## config.mk

```make
export PLATFORM = sky130hd
export DESIGN_NAME = length_prefixed_frame_deframer
export DESIGN_NICKNAME = d
export VERILOG_FILES = /design/src/rtl/lpfd_pkg.sv /design/src/rtl/lpfd_in_reg.sv /design/src/rtl/lpfd_core.sv /design/src/rtl/length_prefixed_frame_deframer.sv
export SDC_FILE = /design/constraint.sdc
export NUM_CORES = 1
export LEC_CHECK = 0
export ABC_AREA = 1
export BUFFER_PORTS_ARGS = -buffer_cell sky130_fd_sc_hd__buf_2
export CORE_UTILIZATION = 46
export DETAILED_ROUTE_END_ITERATION = 6
export GPL_ROUTABILITY_DRIVEN = 0
export PLACE_DENSITY = 0.79
export SYNTH_ARGS = -nofsm -noshare
export SYNTH_HDL_FRONTEND = slang
export SYNTH_HIERARCHICAL = 1
export SYNTH_SLANG_ARGS = --single-unit
```

## constraint.sdc

```tcl
create_clock -name clk_i -period 2.8 [get_ports clk_i]
set_clock_uncertainty 0.15 [all_clocks]
set_input_delay 0 -clock clk_i [delete_from_list [all_inputs] [get_ports clk_i]]
set_output_delay 0 -clock clk_i [all_outputs]
set_load 0.03 [all_outputs]
```

## src/rtl/lpfd_pkg.sv

```systemverilog
// Package for the length-prefixed frame deframer.
// Holds the byte codes, phase and event enums and the beat struct; no dependencies.
`default_nettype none

package lpfd_pkg;

  localparam logic [7:0]  SyncFirst     = 8'hAA;
  localparam logic [7:0]  SyncSecond    = 8'hBB;
  localparam logic [7:0]  TailFirst     = 8'hCC;
  localparam logic [7:0]  TailSecond    = 8'hDD;
  localparam logic [15:0] MaxLenDefault = 16'd4096;

  typedef enum logic [2:0] {
    PhHunt    = 3'd0,
    PhSawAa   = 3'd1,
    PhLenHi   = 3'd2,
    PhLenLo   = 3'd3,
    PhPayload = 3'd4,
    PhTail1   = 3'd5,
    PhTail2   = 3'd6
  } phase_e;

  typedef enum logic [1:0] {
    EvPayload = 2'd0,
    EvAccept  = 2'd1,
    EvBadTail = 2'd2,
    EvOversize = 2'd3
  } event_e;

  typedef struct packed {
    logic       valid;
    logic [7:0] data;
  } beat_t;

endpackage

`default_nettype wire

```

## src/rtl/lpfd_in_reg.sv

```systemverilog
// Input register of the deframer: holds one received beat until the core takes it.
// Depends on lpfd_pkg.
`default_nettype none

module lpfd_in_reg (
  input  wire                 clk_i,
  input  wire                 rst_ni,
  input  wire                 in_valid_i,
  output logic                in_stall_o,
  input  wire  [7:0]          rx_byte_i,
  input  wire                 take_i,
  output lpfd_pkg::beat_t     beat_o
);
  import lpfd_pkg::*;

  logic       valid_q, valid_d;
  logic [7:0] data_q, data_d;
  logic       accept;

  assign in_stall_o = valid_q && !take_i;
  assign accept     = in_valid_i && !in_stall_o;

  always_comb begin
    valid_d = valid_q;
    data_d  = data_q;
    if (accept) begin
      valid_d = 1'b1;
      data_d  = rx_byte_i;
    end else if (take_i) begin
      valid_d = 1'b0;
    end
  end

  always_ff @(posedge clk_i or negedge rst_ni) begin
    if (!rst_ni) begin
      valid_q <= 1'b0;
    end else begin
      valid_q <= valid_d;
    end
  end

  always_ff @(posedge clk_i) begin
    data_q <= data_d;
  end

  assign beat_o.valid = valid_q;
  assign beat_o.data  = data_q;

endmodule

`default_nettype wire

```

## src/rtl/lpfd_core.sv

```systemverilog
// Deframer core: per-beat phase machine and the result register.
// Depends on lpfd_pkg.
`default_nettype none

module lpfd_core (
  input  wire                 clk_i,
  input  wire                 rst_ni,
  input  lpfd_pkg::beat_t     beat_i,
  output logic                take_o,
  input  wire  [15:0]         max_len_i,
  output logic                out_valid_o,
  input  wire                 out_stall_i,
  output lpfd_pkg::event_e    event_kind_o,
  output logic [7:0]          payload_byte_o,
  output logic [15:0]         frame_length_o
);
  import lpfd_pkg::*;

  phase_e      phase_q, phase_d;
  logic [7:0]  len_hi_q, len_hi_d;
  logic [15:0] decl_len_q, decl_len_d;
  logic [15:0] remain_q, remain_d;
  logic        tail_ok_q, tail_ok_d;
  logic        out_valid_q, out_valid_d;
  event_e      kind_q, kind_d;
  logic [7:0]  pbyte_q, pbyte_d;
  logic [15:0] flen_q, flen_d;

  logic        emit;
  event_e      emit_kind;
  logic [7:0]  emit_byte;
  logic [15:0] emit_len;
  logic [7:0]  b;
  logic [15:0] len;
  logic [15:0] remain_dec;
  phase_e      hunt_ph;

  assign take_o     = beat_i.valid && !(out_valid_q && out_stall_i);
  assign b          = beat_i.data;
  assign len        = {len_hi_q, b};
  assign remain_dec = remain_q - 16'd1;
  assign hunt_ph    = (b == SyncFirst) ? PhSawAa : PhHunt;

  always_comb begin
    phase_d    = phase_q;
    len_hi_d   = len_hi_q;
    decl_len_d = decl_len_q;
    remain_d   = remain_q;
    tail_ok_d  = tail_ok_q;
    emit       = 1'b0;
    emit_kind  = EvPayload;
    emit_byte  = 8'd0;
    emit_len   = 16'd0;
    if (take_o) begin
      case (phase_q)
        PhSawAa: begin
          phase_d = (b == SyncSecond) ? PhLenHi : hunt_ph;
        end
        PhLenHi: begin
          len_hi_d = b;
          phase_d  = PhLenLo;
        end
        PhLenLo: begin
          decl_len_d = len;
          if (len > max_len_i) begin
            if (len_hi_q == SyncFirst && b == SyncSecond) begin
              phase_d = PhLenHi;
            end else begin
              phase_d = hunt_ph;
            end
            emit      = 1'b1;
            emit_kind = EvOversize;
            emit_len  = len;
          end else begin
            remain_d = len;
            phase_d  = (len == 16'd0) ? PhTail1 : PhPayload;
          end
        end
        PhPayload: begin
          remain_d = remain_dec;
          if (remain_dec == 16'd0) begin
            phase_d = PhTail1;
          end
          emit      = 1'b1;
          emit_kind = EvPayload;
          emit_byte = b;
        end
        PhTail1: begin
          tail_ok_d = (b == TailFirst);
          phase_d   = PhTail2;
        end
        PhTail2: begin
          phase_d   = PhHunt;
          emit      = 1'b1;
          emit_kind = (tail_ok_q && b == TailSecond) ? EvAccept : EvBadTail;
          emit_len  = decl_len_q;
        end
        default: begin
          phase_d = hunt_ph;
        end
      endcase
    end
  end

  always_comb begin
    out_valid_d = out_valid_q && out_stall_i;
    kind_d      = kind_q;
    pbyte_d     = pbyte_q;
    flen_d      = flen_q;
    if (emit) begin
      out_valid_d = 1'b1;
      kind_d      = emit_kind;
      pbyte_d     = emit_byte;
      flen_d      = emit_len;
    end
  end

  always_ff @(posedge clk_i or negedge rst_ni) begin
    if (!rst_ni) begin
      phase_q     <= PhHunt;
      len_hi_q    <= 8'd0;
      decl_len_q  <= 16'd0;
      remain_q    <= 16'd0;
      tail_ok_q   <= 1'b0;
      out_valid_q <= 1'b0;
    end else begin
      phase_q     <= phase_d;
      len_hi_q    <= len_hi_d;
      decl_len_q  <= decl_len_d;
      remain_q    <= remain_d;
      tail_ok_q   <= tail_ok_d;
      out_valid_q <= out_valid_d;
    end
  end

  always_ff @(posedge clk_i) begin
    kind_q  <= kind_d;
    pbyte_q <= pbyte_d;
    flen_q  <= flen_d;
  end

  assign out_valid_o    = out_valid_q;
  assign event_kind_o   = kind_q;
  assign payload_byte_o = pbyte_q;
  assign frame_length_o = flen_q;

endmodule

`default_nettype wire

```

## src/rtl/length_prefixed_frame_deframer.sv

```systemverilog
// Top level of the length-prefixed frame deframer: max-length register and wiring.
// Depends on lpfd_pkg, lpfd_in_reg and lpfd_core.
//
// Deframes AA BB, 16-bit big-endian length, payload, CC DD from a byte stream at one
// beat per clock while out_stall_i does not hold a result. Each byte passes through an
// input register and then the phase machine, which loads the result register. The
// input register takes one more byte while a result waits on out_stall_i, so the block
// stalls only when both registers are full. Each payload byte gives a payload event;
// the second tail byte gives an accepted or bad-tail event, and a length above the
// max-length register gives an oversize event on the low length byte. The max-length
// register resets to 4096 and is written over the cfg channel, which is always ready;
// write it only while the block is idle.
`default_nettype none

module length_prefixed_frame_deframer (
  input  wire         clk_i,
  input  wire         rst_ni,
  input  wire         in_valid_i,
  output logic        in_stall_o,
  input  wire  [7:0]  rx_byte_i,
  output logic        out_valid_o,
  input  wire         out_stall_i,
  output logic [1:0]  event_kind_o,
  output logic [7:0]  payload_byte_o,
  output logic [15:0] frame_length_o,
  input  wire         cfg_valid_i,
  output logic        cfg_ready_o,
  input  wire  [15:0] cfg_data_i
);
  import lpfd_pkg::*;

  logic [15:0] max_len_q, max_len_d;
  beat_t       beat;
  logic        take;
  event_e      kind;

  assign cfg_ready_o = 1'b1;
  assign max_len_d   = (cfg_valid_i && cfg_ready_o) ? cfg_data_i : max_len_q;

  always_ff @(posedge clk_i or negedge rst_ni) begin
    if (!rst_ni) begin
      max_len_q <= MaxLenDefault;
    end else begin
      max_len_q <= max_len_d;
    end
  end

  lpfd_in_reg u_in_reg (
    .clk_i      (clk_i),
    .rst_ni     (rst_ni),
    .in_valid_i (in_valid_i),
    .in_stall_o (in_stall_o),
    .rx_byte_i  (rx_byte_i),
    .take_i     (take),
    .beat_o     (beat)
  );

  lpfd_core u_core (
    .clk_i          (clk_i),
    .rst_ni         (rst_ni),
    .beat_i         (beat),
    .take_o         (take),
    .max_len_i      (max_len_q),
    .out_valid_o    (out_valid_o),
    .out_stall_i    (out_stall_i),
    .event_kind_o   (kind),
    .payload_byte_o (payload_byte_o),
    .frame_length_o (frame_length_o)
  );

  assign event_kind_o = kind;

`ifndef SYNTHESIS
  a_stall_only_when_full: assert property (@(posedge clk_i) disable iff (!rst_ni)
    in_stall_o |-> (out_valid_o && out_stall_i))
    else $error("input stalled while result register free");

  a_payload_no_length: assert property (@(posedge clk_i) disable iff (!rst_ni)
    (out_valid_o && kind == EvPayload) |-> (frame_length_o == 16'd0))
    else $error("payload beat carries a frame length");

  a_event_no_byte: assert property (@(posedge clk_i) disable iff (!rst_ni)
    (out_valid_o && kind != EvPayload) |-> (payload_byte_o == 8'd0))
    else $error("frame event carries a payload byte");
`endif

endmodule

`default_nettype wire

```

==> out/qor.csv <==
metric,value,unit
compound-gate portion of the synthesized area,9.76,%
Synth Area in Simple Gates,26.3,%
Final Cycle Share,88.9,%
floorplan row count,38,
initial antenna violation count,0,
DRT antenna net count,0,
max-slew violation count,0,
status,completed,
share of layout cells above drive strength 1,17.2,%
most frequent cells in the layout,"191 x nand2_1, 65 x inv_1, 61 x dfrtp_1",
DRT iter0 DRCs,457,
Multi-input gate area,2120,um^2
Synth Area in XOR/XNOR,0.805,%
final instance area,6330,um^2
R2R Setup Slk,0.31,ns
Setup CP Type,register to register,
CTS Sinks,96,
Power Dens Cells,471,nW/um^2
gr ovfl total,0,
H-Tree Depth,3,
LEAKAGE,3.08,nW
Achievable Freq,402,MHz
crit start category,register,
DR pass1 iterations,5,
core area,10800,um^2
register area,2570,um^2
worst vdd ir,322,uV
Initial Util,47.3,%
worst min-delay path class,input port to register,
"commonest non-fill, non-tap cell in the layout",nand2_1,
CTS tree,yes,
drt drc,0,
maxcap violations,0,
Post-CTS Hold Fix Bufs,55,
fraction of the yosys area taken by sequential cells,50.2,%
CP required,2.69,ns
worst-margin pin slew,0.923,ns
CTS resizes,0,
layout overhead on the synthesized area,23.5,%
Post-synth EDFFs,34,
"Max FO, Critical Path",26,
n_diodes,0,
Post-CTS Setup Bufs,0,
Hold Path Cell Cnt,4,
Worst-path clk slew,0.10,ns
adder-cell share of the synthesized area,4.39,%
first-pass GRT wire length,21300,um
slew margin rel.,38.4,%
DIE WIDTH,108,um
syn_area_per_cell,8.30,um^2
Skew-Pair Late Insertion Delay,0.36,ns
register bit total from synthesis,96,
Detail Placement HPWL,8790,um
Yosys Warn Count,6,
Setup TNS,0,ns
total CTS buffers,9,
asr flop ratio synth,64.6,%
GR Util All Layers,24.0,%
vias in the first global route,4456,
Post-DP Area,5520,um^2
clock root buffer,clkbuf_8,
Vias/cell,5.30,
post-synthesis mux area share,0,%
die outline area,11600,um^2
synth unique cells,40,
Final min period,2.49,ns
Final setup viols,0,
nets,776,
Register-to-Register Path Depth,12,
IO Count,58,
Syn Std Cell Area,5130,um^2
fill cell count,917,
Final Hold Fails,0,
Post-Synthesis Net Count,665,
largest net degree at the start of global routing,37,
worst path arrival time,2.38,ns
Die Ht,108,um
RSZ-0062 raised after global routing,no,
via count of the routed design,4630,
top_reg_cell synth,dfrtp_1,
# port buffers,56,
Gate Count Post-Synth,618,
Post-Route WL,13200,um
detailed-route wire length per cell,15.1,um
Worst setup EP type,register,
Max clock buf depth,2,
largest family of logic cells by synthesized area,simple AND/OR/NAND/NOR gates,
area by class of cell:
class	count	area share, %
clock buffers	10	2.02
clock inverters	6	2.17
inverters	77	4.64
multi-input cells	424	33.5
flip-flops and latches	96	40.6
well taps	140	2.77
repair buffers	121	14.3
synth_stat cells, types with 12 or more instances:
cell type	number	share of area [%]
a21oi_1	29	2.8
nor2_2	12	1.5
inv_1	65	4.8
nor2_1	40	2.9
dfrtp_1	61	30
o21ai_0	29	2.8
nand3_1	34	3.3
edfxtp_1	34	20
ha_1	18	4.4
nand2_1	191	14
o21ai_1	23	2.2
metrics by stage:
| stage | hold slack (ns) | setup slack (ns) | instances | util (%) | total power, W |
|---|---|---|---|---|---|
| 2_1_floorplan | -0.446 | 0.0155 | 618 | - | 0.00166 |
| 3_3_place_gp | -0.00161 | 0.464 | 803 | 50.9 | 0.00173 |
| 3_5_place_dp | 0.00595 | 0.376 | 803 | 50.9 | 0.00174 |
| 4_1_cts | 0.00461 | 0.334 | 874 | 58.4 | 0.00298 |
| 5_1_grt | 0.0531 | 0.125 | 874 | 58.4 | 0.00308 |
| 6_report | 0.0231 | 0.312 | 874 | 58.4 | 0.00298 |
metal layers:
metal  part of all wire (%)  vias up  wire [um]  global-route usage, %
li1                       -     2205          -                      -
met1                     42     2172       5560                   31.9
met2                     48      218       6410                   39.4
met3                    7.3       35        965                   4.78
met4                    2.2        0        289                   7.83
met5                      0        -          0                      0
sequential cells by signal, summed over array words and instances, names as in the netlist, 3 cells and up:
name	flops
max_len_q	16
u_core/phase_q	3
u_core/remain_q	16
u_in_reg/data_q	8
u_core/decl_len_q	16
u_core/frame_length_o	16
u_core/len_hi_q	8
u_core/payload_byte_o	8
cell families after synthesis:
family                     after synthesis
AOI/OAI and AO/OA                       92
other                                    1
adders and majority gates               18
and+or+nand+nor                        310
DFF                                     96
buffers and inverters                   98
xor gates and xnor gates                 3
where the power goes:
part | internal, W | leakage [nW] | switching [W] | total [W]
logic | 0.000126 | 1.79 | 0.000159 | 0.000285
registers | 0.00148 | 1.15 | 0.0000277 | 0.00151
clock network | 0.000691 | 0.131 | 0.000500 | 0.00119
total | 0.00230 | 3.08 | 0.000686 | 0.00298
critical path, stage by stage, from the launching register on:
cell,delay [ns]
edfxtp_1,0.49
ha_1,0.36
nand2_1,0.08
nor2_1,0.14
nand2_1,0.07
nand2_1,0.05
nand2_1,0.04
nand2_1,0.08
nand2_1,0.11
inv_2,0.08
nand2_1,0.09
nand2_1,0.09
buf_4,0.31
path summary, 6_finish.rpt:
check,endpoint,start
max reg2reg,u_core/frame_length_o[10],u_in_reg/data_q[7]
max,u_core/frame_length_o[10],u_in_reg/data_q[7]
min in group asynchronous,max_len_q[9],rst_ni
max in group asynchronous,u_core/decl_len_q[8],rst_ni
min,max_len_q[4],cfg_valid_i
min reg2reg,u_core/decl_len_q[15],u_core/decl_len_q[15]
Note: power is estimated with default switching activity, not from simulation.
